File: config.mk
export PLATFORM = sky130hd
export DESIGN_NAME = plc_ctrl
export DESIGN_NICKNAME = d
export VERILOG_FILES = /design/src/rtl/core/pinned_lru_page_cache_macros.svh /design/src/rtl/core/plc_pkg.sv /design/src/rtl/core/plc_ctrl.sv
export SDC_FILE = /design/constraint.sdc
export NUM_CORES = 1
export LEC_CHECK = 0
export BUFFER_PORTS_ARGS = -buffer_cell sky130_fd_sc_hd__buf_2
export CAP_MARGIN = 40
export CELL_PAD_IN_SITES_DETAIL_PLACEMENT = 1
export CELL_PAD_IN_SITES_GLOBAL_PLACEMENT = 1
export CORE_UTILIZATION = 36
export DETAILED_ROUTE_END_ITERATION = 7
export PLACE_DENSITY = 0.82
export SYNTH_ARGS = -nofsm -noshare
export SYNTH_HDL_FRONTEND = slang
export SYNTH_SLANG_ARGS = --single-unit
export TNS_END_PERCENT = 100
File: constraint.sdc
create_clock -name clk -period 2.45 [get_ports clk]
set_clock_uncertainty 0.15 [all_clocks]
set_input_delay 0.49 -clock clk [delete_from_list [all_inputs] [get_ports clk]]
set_output_delay 0.49 -clock clk [all_outputs]
set_load 0.02 [all_outputs]
File: src/rtl/core/pinned_lru_page_cache_macros.svh
// Assertion shorthands for the page cache RTL. Each expects clk and arst_n in scope.
`ifndef PINNED_LRU_PAGE_CACHE_MACROS_SVH
`define PINNED_LRU_PAGE_CACHE_MACROS_SVH

// Condition holds at every edge outside reset.
`define PLC_CHECK(lbl, cond, msg) \
	lbl: assert property (@(posedge clk) disable iff (!arst_n) (cond)) else $error(msg);

// Same-cycle implication.
`define PLC_CHECK_IMP(lbl, ante, cons, msg) \
	lbl: assert property (@(posedge clk) disable iff (!arst_n) (ante) |-> (cons)) else $error(msg);

// Next-cycle implication.
`define PLC_CHECK_NXT(lbl, ante, cons, msg) \
	lbl: assert property (@(posedge clk) disable iff (!arst_n) (ante) |=> (cons)) else $error(msg);

`endif

File: src/rtl/core/plc_pkg.sv
package plc_pkg;
	localparam int FS_W   = 16;
	localparam int ID_W   = 32;
	localparam int DONE_W = 7;
	localparam int OP_W   = 4;
	localparam int ST_W   = 2;

	typedef enum logic [OP_W-1:0] {
		OP_GET        = 4'd0,
		OP_PUT        = 4'd1,
		OP_ADD        = 4'd2,
		OP_MARK       = 4'd3,
		OP_CLEAR      = 4'd4,
		OP_FLUSH_FILE = 4'd5,
		OP_FLUSH_ALL  = 4'd6,
		OP_INVAL      = 4'd7,
		OP_DISCARD    = 4'd8
	} op_t;

	typedef enum logic [ST_W-1:0] {
		ST_OK      = 2'd0,
		ST_MISS    = 2'd1,
		ST_PRESENT = 2'd2,
		ST_NOROOM  = 2'd3
	} status_t;

	localparam logic KIND_STATUS = 1'b0;
	localparam logic KIND_WB     = 1'b1;

	// controller -> datapath
	typedef struct packed {
		logic take;
		logic idx_clr;
		logic idx_inc;
		logic scan_rd;
		logic scan_ev;
		logic decide;
		logic sweep;
		logic upd_rd;
		logic upd_map;
		logic upd_wr;
		logic ins;
		logic fin;
	} cmd_t;

	// datapath -> controller
	typedef struct packed {
		logic idx_last;
		logic ev_stall;
		logic need_upd;
		logic need_ins;
		logic out_free;
	} sts_t;
endpackage

File: src/rtl/core/plc_ctrl.sv
module plc_ctrl (
	input  logic          clk,
	input  logic          arst_n,
	input  logic          in_valid,
	output logic          in_ready,
	input  plc_pkg::sts_t sts,
	output plc_pkg::cmd_t cmd
);
	import plc_pkg::*;

	typedef enum logic [9:0] {
		S_IDLE  = 10'b00_0000_0001,
		S_SRD   = 10'b00_0000_0010,
		S_SEV   = 10'b00_0000_0100,
		S_DEC   = 10'b00_0000_1000,
		S_SWP   = 10'b00_0001_0000,
		S_URD   = 10'b00_0010_0000,
		S_UMAP  = 10'b00_0100_0000,
		S_UWR   = 10'b00_1000_0000,
		S_INS   = 10'b01_0000_0000,
		S_FIN   = 10'b10_0000_0000
	} state_t;

	state_t state_q, state_d;

	assign in_ready = (state_q == S_IDLE);

	always_comb begin
		state_d = state_q;
		cmd     = '0;
		case (state_q)
			S_IDLE: begin
				if (in_valid) begin
					cmd.take    = 1'b1;
					cmd.idx_clr = 1'b1;
					state_d     = S_SRD;
				end
			end
			S_SRD: begin
				cmd.scan_rd = 1'b1;
				state_d     = S_SEV;
			end
			S_SEV: begin
				cmd.scan_ev = 1'b1;
				if (!sts.ev_stall) begin
					if (sts.idx_last) begin
						state_d = S_DEC;
					end else begin
						cmd.idx_inc = 1'b1;
						state_d     = S_SRD;
					end
				end
			end
			S_DEC: begin
				cmd.decide  = 1'b1;
				cmd.idx_clr = 1'b1;
				if (sts.need_upd)
					state_d = S_SWP;
				else if (sts.need_ins)
					state_d = S_INS;
				else
					state_d = S_FIN;
			end
			S_SWP: begin
				cmd.sweep = 1'b1;
				if (sts.idx_last) begin
					cmd.idx_clr = 1'b1;
					state_d     = S_URD;
				end else begin
					cmd.idx_inc = 1'b1;
				end
			end
			S_URD: begin
				cmd.upd_rd = 1'b1;
				state_d    = S_UMAP;
			end
			S_UMAP: begin
				cmd.upd_map = 1'b1;
				state_d     = S_UWR;
			end
			S_UWR: begin
				cmd.upd_wr = 1'b1;
				if (sts.idx_last) begin
					state_d = sts.need_ins ? S_INS : S_FIN;
				end else begin
					cmd.idx_inc = 1'b1;
					state_d     = S_URD;
				end
			end
			S_INS: begin
				cmd.ins = 1'b1;
				state_d = S_FIN;
			end
			S_FIN: begin
				if (sts.out_free) begin
					cmd.fin = 1'b1;
					state_d = S_IDLE;
				end
			end
			default: state_d = S_IDLE;
		endcase
	end

	always_ff @(posedge clk or negedge arst_n) begin
		if (!arst_n)
			state_q <= S_IDLE;
		else
			state_q <= state_d;
	end
endmodule

======== Yosys cells after proc, flatten, opt, wreduce, memory -nomap -nowiden ========
Cells that the tools add are included.
storage, ports and cells
  memory bits (writable) .................. 0
  bits in latches ......................... 0
  bits in read-only memories .............. 0
  register bits after elaboration ......... 10
  memories ................................ 0
cells by class
  $lt $le $gt $ge ......................... 0
  divide/modulo/power cells ............... 0
  multipliers ............................. 0
  shift operators ......................... 0
  equal/unequal tests ..................... 14
  bitwise logic cells ..................... 0
  reduce and logical (&&, ||, !) cells .... 2
  mux-type cells .......................... 26
  add/sub/neg operators ................... 0
operator list
  kind                                             count
  case mux 10 bit (10 select lines)                1
  2-to-1 mux 10 bit                                7
  2-to-1 mux 1 bit                                 14
  == test 10 x 1 -> 1 bit (second input constant)  1
  == test 10 bit (second input constant)           1
  == test 10 x 2 -> 1 bit (second input constant)  1
  == test 10 x 3 -> 1 bit (second input constant)  1
  == test 10 x 4 -> 1 bit (second input constant)  1
  == test 10 x 5 -> 1 bit (second input constant)  1
  == test 10 x 6 -> 1 bit (second input constant)  1
  == test 10 x 7 -> 1 bit (second input constant)  1
  == test 10 x 8 -> 1 bit (second input constant)  1
  == test 10 x 9 -> 1 bit (second input constant)  1
  inequality test 2 bit (second input constant)    4
  2-to-1 mux 4 bit                                 1
  AND reduction 4 bit                              1
  case mux 1 bit (3 select lines)                  1
  2-to-1 mux 2 bit                                 1
  case mux 1 bit (2 select lines)                  1
  OR reduction 2 bit                               1

======== Logic depth before layout (Yosys ltp) ========
Gate-level depths: netlist of the first run.
  depth in word-level cells ............... 3
  depth in mapped cells ................... 5
  depth with buffers taken out ............ 4

======== Worst setup path before layout of the first run ========
No wires, ideal clock.
  kind .................................... register -> output
  start ................................... reg state_q[5]
  end ..................................... out cmd[10] (netlist name)
  stages on the path, launching flop included .. 6
  data arrival time ....................... 1.975 ns
  path slack .............................. -0.165 ns
  required time ........................... 1.810 ns
  buffers on the path ..................... 1
  path through ............................ dfrtp_1 > buf_6 > or4b_1 > or4b_4 > inv_1 > a211o_1
RTL lines
  element                 line             source
  start, declared         plc_ctrl.sv:24   state_t state_q, state_d;
  start signal, assigned  plc_ctrl.sv:108  state_q <= state_d;
  end, declared           plc_ctrl.sv:7    output plc_pkg::cmd_t cmd

==> impl_metrics.py, run 1 <==
metrics = {
    "logic_synthesis": {
        "synthTopCellsByArea": "dfrtp_1 (30%), and3_1 (4.2%), dfstp_2 (3.5%)",
        "synth_xor_area_share_pct": 3.488,
        "synthSimpleGateAreaFrac_pct": 41.86,
        "ys_types": 37,
        "syn_area_um2": 753.2,
        "ys_ff_latch": 10,
        "syn_inst": 88,
        "synthAdderAreaFrac_pct": 0,
        "synth_top_area_cell": "dfrtp_1",
        "ys.warnings.count": 0,
        "synth_compound_area_share_pct": 14.45,
        "yosysSeqAreaShare_pct": 33.39,
        "synthFlopType": "dfrtp_1",
        "async_flop_share_pct": 100.0,
        "synth_edf_count": 0,
        "synth.mux.area_fraction_pct": 0,
        "syn_nets": 96,
        "synth_top_family_by_area": "simple AND/OR/NAND/NOR gates",
        "synth_top_area_share_pct": 29.90,
        "syn_area_per_cell_um2": 8.559,
    },
    "routing": {
        "routed_wl_um": 3685,
        "vias": 942,
        "drtPass1Iterations": 4,
        "dr_wl_met2_um": 1838,
        "drtIter0Drc": 29,
        "dr.max_layer_used": "met4",
        "final_antenna_net_count": 0,
        "via_per_inst": 6.077,
        "drc": 0,
        "met3RoutedLength_um": 312,
        "avgRoutedWirePerCell_um": 23.77,
        "met1_length_um": 1449,
    },
    "flow_run": {
        "drv_cap": 0,
    },
    "placed_design": {
        "port_buffers": 20,
        "placed_cell_area_um2": 963.4,
        "gp_congestion": 0.7827,
        "hpwlAfterDp_um": 1873,
    },
    "floorplanning": {
        "io_pins": 21,
        "die_h_um": 47.74,
        "coreArea_um2": 1962,
        "rows": 16,
        "start_util_pct": 38.39,
        "dieArea_um2": 2279,
        "die_w_um": 47.74,
    },
    "global_route": {
        "grt_max_degree": 11,
        "antenna_found_initial": 0,
        "grt_pass1_wl_um": 4719,
        "track_usage_pct": 31.60,
        "grt_pass1_vias": 876,
        "gr-total-overflow": 0,
    },
    "sta": {
        "drv_slew": 0,
        "fin_crit_ns": 2.747,
        "relSlewSlack_pct": 75.48,
        "fin_crit_sh_pct": 112.1,
        "max_slew.worst_pin.slew_ns": 0.3650,
        "rsz0062_at_grt": "yes",
        "setup_viol": 5,
        "hold_violations": 0,
        "clock.fmax_mhz": 364.0,
        "setup_ws_ns": -0.2971,
    },
    "worst_setup_path": {
        "critPathRequiredTime_ns": 1.81,
        "end_kind": "output port",
        "startpoint_type": "flop",
        "cp.arrival_ns": 2.11,
        "crit_type": "flop to output port",
        "crit_fanout": 4,
    },
    "clocking": {
        "cts_root_buf": "clkbuf_4",
        "htreeDepth": 1,
        "path_clk_slew_ns": 0.08,
        "clockBufferDepth": 2,
        "cts_sinks": 10,
        "cts_inserted_buffers": 3,
        "clk_latency_ns": 0.28,
        "cts_tree": "yes",
    },
    "cells_and_area": {
        "mostFrequentLayoutCells": "buf_4 (18), buf_2 (12), buf_6 (12)",
        "syn2layout_area_growth_pct": 62.13,
        "regArea_um2": 251.5,
        "antenna_cells": 0,
        "n_fill_cell": 222,
        "largest_reg_flops": 10,
        "drive_gt1_share_pct": 51.56,
        "final_common_cell": "buf_4",
        "multi_input_area_um2": 541.8,
        "top_register": "state_q",
        "fin_area_um2": 1221,
        "reg_top3": "state_q: 10 flops",
        "layout.nets": 137,
    },
    "outcome": {
        "violations": "negative setup slack",
        "status": "complete, but fails checks",
    },
    "pwr": {
        "power_leakage_uw": 0.0005901,
        "power_frac_comb_pct": 60.4,
        "p_seq_share_pct": 23.9,
        "clock_power_share_pct": 15.8,
        "power_switching_uw": 433.7,
        "internal_power_uw": 582.9,
        "max-vdd-ir-drop_mv": 0.5302,
        "swShare_pct": 42.66,
        "power_uw": 1017,
        "p_per_area_nw_per_um2": 832.5,
    },
    "hold_path": {
        "hold_path_class": "input pin to flop",
    },
}
==> repair_timing <==
item	4_1_cts	5_1_grt
hold endpoints to repair	9	0
endpoints found under the setup margin	10	13
setup buffers	7	4
resized for setup	22	14
hold buffers	1	0
pin swaps	7	6
==> cells by family (layout without fill, tap and decap cells) <==
family / count (synthesis) / in the layout
AND/OR/NAND/NOR: 47 / 47
AO/OA/AOI/OAI: 17 / 17
buffers and inverters: 11 / 51
flip-flops: 10 / 10
XOR/XNOR: 3 / 3
==> power groups by stage <==
stage | logic (uW) | registers [uW] | clock network (uW)
floorplan | 270 | 221 | 0
CTS | 518 | 235 | 153
detailed placement | 417 | 233 | 0
global placement | 399 | 229 | 0
global route | 645 | 247 | 171
finish | 614 | 243 | 160
==> synth_stat cells, drive strengths merged, types with 3 or more instances <==
library cell / count
clkbuf: 4
dfrtp: 9
inv: 4
nor2b: 4
and3: 5
nor2: 7
o21ai: 6
nor4: 5
a21oi: 4
buf: 3
nand2: 4
or4b: 3
nor3: 3
nor3b: 3
==> final cells by class <==
class | instances | share of cell area (%)
Clock buffer | 4 | 2.971
Sequential cell | 10 | 20.59
Timing Repair Buffer | 43 | 27.87
Tap cell | 27 | 2.766
Multi-Input combinational cell | 67 | 44.36
Inverter | 4 | 1.434
==> worst paths after layout <==
kind | cells past startpoint | from | endpoint | slack (ns)
min in group asynchronous | 2 | arst_n | state_q[8] | 0.54
worst min-delay path | 2 | in_valid | state_q[0] | 0.23
worst max register to register | 5 | state_q[7] | state_q[1] | 0.20
worst min register to register | 1 | state_q[1] | state_q[1] | 0.47
max in group asynchronous | 2 | arst_n | state_q[0] | 1.34
worst max-delay path | 5 | state_q[9] | cmd[9] | -0.30
==> metrics by stage <==
stage / hold WS [ns] / cells / util [%] / TNS (ns) / setup slack, ns
global route: 0.2255 / 155 / 62.24 / -1.216 / -0.3549
CTS: 0.2364 / 152 / 58.35 / -0.9062 / -0.2382
finish: 0.2333 / 155 / 62.24 / -0.9024 / -0.2971
detailed placement: 0.2126 / 140 / 49.11 / -0.06193 / -0.06193
global placement: 0.2090 / 140 / 49.11 / -0.05633 / -0.05633
floorplan: 0.04441 / 88 / - / 0 / 0.01618
==> worst max-delay path, cell delays in order, from the launching register on <==
cell	delay [ns]
dfrtp_1	0.44
nor4_4	0.43
nand2_2	0.13
or4_4	0.53
a21oi_4	0.17
buf_6	0.13
==> layer usage <==
metal	GRT usage, %	vias to the layer above
met5	0	-
met4	3.889	0
met3	7.170	8
met2	54.59	60
met1	41.34	469
li1	-	405
No activity file was read; power rests on OpenSTA's default activity.
==> inputs of run 2 (changes only) <==
--- a/config.mk
+++ b/config.mk
@@ -11,6 +11,7 @@
 export CELL_PAD_IN_SITES_GLOBAL_PLACEMENT = 1
 export CORE_UTILIZATION = 36
 export DETAILED_ROUTE_END_ITERATION = 7
+export MAX_ROUTING_LAYER = met4
 export PLACE_DENSITY = 0.82
 export SYNTH_ARGS = -nofsm -noshare
 export SYNTH_HDL_FRONTEND = slang
==> run 2 against run 1 <==
Effect of this change:
- the flow still finishes with violations (negative setup slack)
- global-route usage is 1.2 points higher
- total power is 0.81% higher
- flip-flop and latch count stayed put
- register-to-register slack hardly changed
- critical path depth stayed put
- critical path type unchanged
- critical endpoint unchanged
==> impl_metrics.py, run 2 (synthesis results as in run 1) <==
metrics = {
    "outcome": {
        "status": "complete, but fails checks",
        "violations": "negative setup slack",
    },
    "cells_and_area": {
        "reg_top3": "state_q: 10 flops",
        "drive_gt1_share_pct": 50.78,
        "syn2layout_area_growth_pct": 62.29,
        "top_register": "state_q",
        "largest_reg_flops": 10,
        "mostFrequentLayoutCells": "buf_4 (19), buf_6 (12), buf_2 (11)",
        "antenna_cells": 0,
        "layout.nets": 137,
        "final_common_cell": "buf_4",
        "n_fill_cell": 221,
    },
    "global_route": {
        "track_usage_pct": 32.77,
        "grt_pass1_wl_um": 4761,
        "antenna_found_initial": 0,
        "grt_pass1_vias": 878,
        "grt_max_degree": 11,
        "gr-total-overflow": 0,
    },
    "floorplanning": {
        "coreArea_um2": 1962,
        "rows": 16,
        "start_util_pct": 38.39,
        "die_w_um": 47.74,
        "dieArea_um2": 2279,
        "die_h_um": 47.74,
        "io_pins": 21,
    },
    "clocking": {
        "path_clk_slew_ns": 0.07,
        "cts_sinks": 10,
        "htreeDepth": 1,
        "clk_latency_ns": 0.29,
        "clockBufferDepth": 2,
        "cts_tree": "yes",
        "cts_root_buf": "clkbuf_4",
        "cts_inserted_buffers": 3,
    },
    "worst_setup_path": {
        "critPathRequiredTime_ns": 1.81,
        "startpoint_type": "flop",
        "crit_fanout": 4,
        "end_kind": "output port",
        "crit_type": "flop to output port",
        "cp.arrival_ns": 2.12,
    },
    "pwr": {
        "power_leakage_uw": 0.0005907,
        "internal_power_uw": 590.2,
        "p_per_area_nw_per_um2": 838.4,
        "power_uw": 1025,
        "max-vdd-ir-drop_mv": 0.5303,
        "p_seq_share_pct": 23.7,
        "clock_power_share_pct": 15.7,
        "power_frac_comb_pct": 60.7,
        "power_switching_uw": 434.6,
        "swShare_pct": 42.41,
    },
    "sta": {
        "clock.fmax_mhz": 362.2,
        "setup_viol": 6,
        "relSlewSlack_pct": 74.68,
        "tns_ns": -0.9377,
        "drv_slew": 0,
        "hold_violations": 0,
        "fin_crit_sh_pct": 112.7,
        "max_slew.worst_pin.slew_ns": 0.3770,
        "fin_crit_ns": 2.761,
        "rsz0062_at_grt": "yes",
        "holdWs_ns": 0.2301,
        "setup_ws_ns": -0.3111,
    },
    "placed_design": {
        "gp_congestion": 0.7936,
        "port_buffers": 20,
        "pre_cts_slack_ns": -0.06193,
        "hpwlAfterDp_um": 1873,
    },
    "routing": {
        "drc": 0,
        "drtPass1Iterations": 4,
        "vias": 960,
        "final_antenna_net_count": 0,
        "avgRoutedWirePerCell_um": 24.31,
        "via_per_inst": 6.194,
        "routed_wl_um": 3768,
        "drtIter0Drc": 22,
    },
    "flow_run": {
        "drv_cap": 0,
    },
    "hold_path": {
        "hold_path_class": "input pin to flop",
    },
}
-- run 2: cell counts in the layout (fill, tap and decap cells not counted) --
Identical to the previous run, type by type.
-- run 2: critical path: stages, from the launching register on --
cell and delay (ns):
dfrtp_1 0.44, nor4_4 0.44, nand2_2 0.13, or4_4 0.53, a21oi_4 0.17, buf_6 0.13
-- run 2: worst paths after layout --
path | start | endpoint | slack (ns) | cells after the start
worst max-delay path | state_q[9] | cmd[9] | -0.31 | 5
worst min-delay path | in_valid | state_q[0] | 0.23 | 2
worst max register to register | state_q[7] | state_q[1] | 0.20 | 5
worst min register to register | state_q[1] | state_q[1] | 0.46 | 1
max in group asynchronous | arst_n | state_q[0] | 1.35 | 2
min in group asynchronous | arst_n | state_q[8] | 0.53 | 2
-- run 2: power groups by stage --
| stage | logic (uW) | clock network, uW | registers (uW) |
|---|---|---|---|
| final | 622 | 161 | 242 |
| after global routing | 654 | 171 | 247 |
| after CTS | 518 | 153 | 235 |
| after detailed placement | 417 | 0 | 233 |
| after global placement | 399 | 0 | 229 |
| after floorplan | 270 | 0 | 221 |
-- run 2: layout make-up --
| class | instances | area (um^2) | share of cell area (%) |
|---|---|---|---|
| Tap cell | 27 | 33.78 | 2.764 |
| Sequential cell | 10 | 251.5 | 20.57 |
| Inverter | 4 | 17.52 | 1.433 |
| Multi-Input combinational cell | 67 | 540.5 | 44.22 |
| Timing Repair Buffer | 43 | 342.8 | 28.05 |
| Clock buffer | 4 | 36.28 | 2.968 |
-- run 2: repair_timing --
action | 4_1_cts | 5_1_grt
hold buffers | 1 | 0
buffers inserted | 7 | 4
pin swaps | 7 | 6
endpoints found under the setup margin | 10 | 13
endpoints found under the hold margin | 9 | 0
resized for setup | 22 | 14
-- run 2: stage by stage --
stage                     instances  cell area (um^2)  utilization [%]
after floorplan                  88             775.7                -
after global placement          140             963.4            49.11
after detailed placement        140             963.4            49.11
after CTS                       152              1145            58.35
after global routing            155              1222            62.31
final                           155              1222            62.31
-- run 2: metal layers --
metal,part of all wire (%),track usage (%)
met5,0,-
met4,3.6,5.000
met3,7.5,7.547
met2,49,53.24
met1,40,42.26
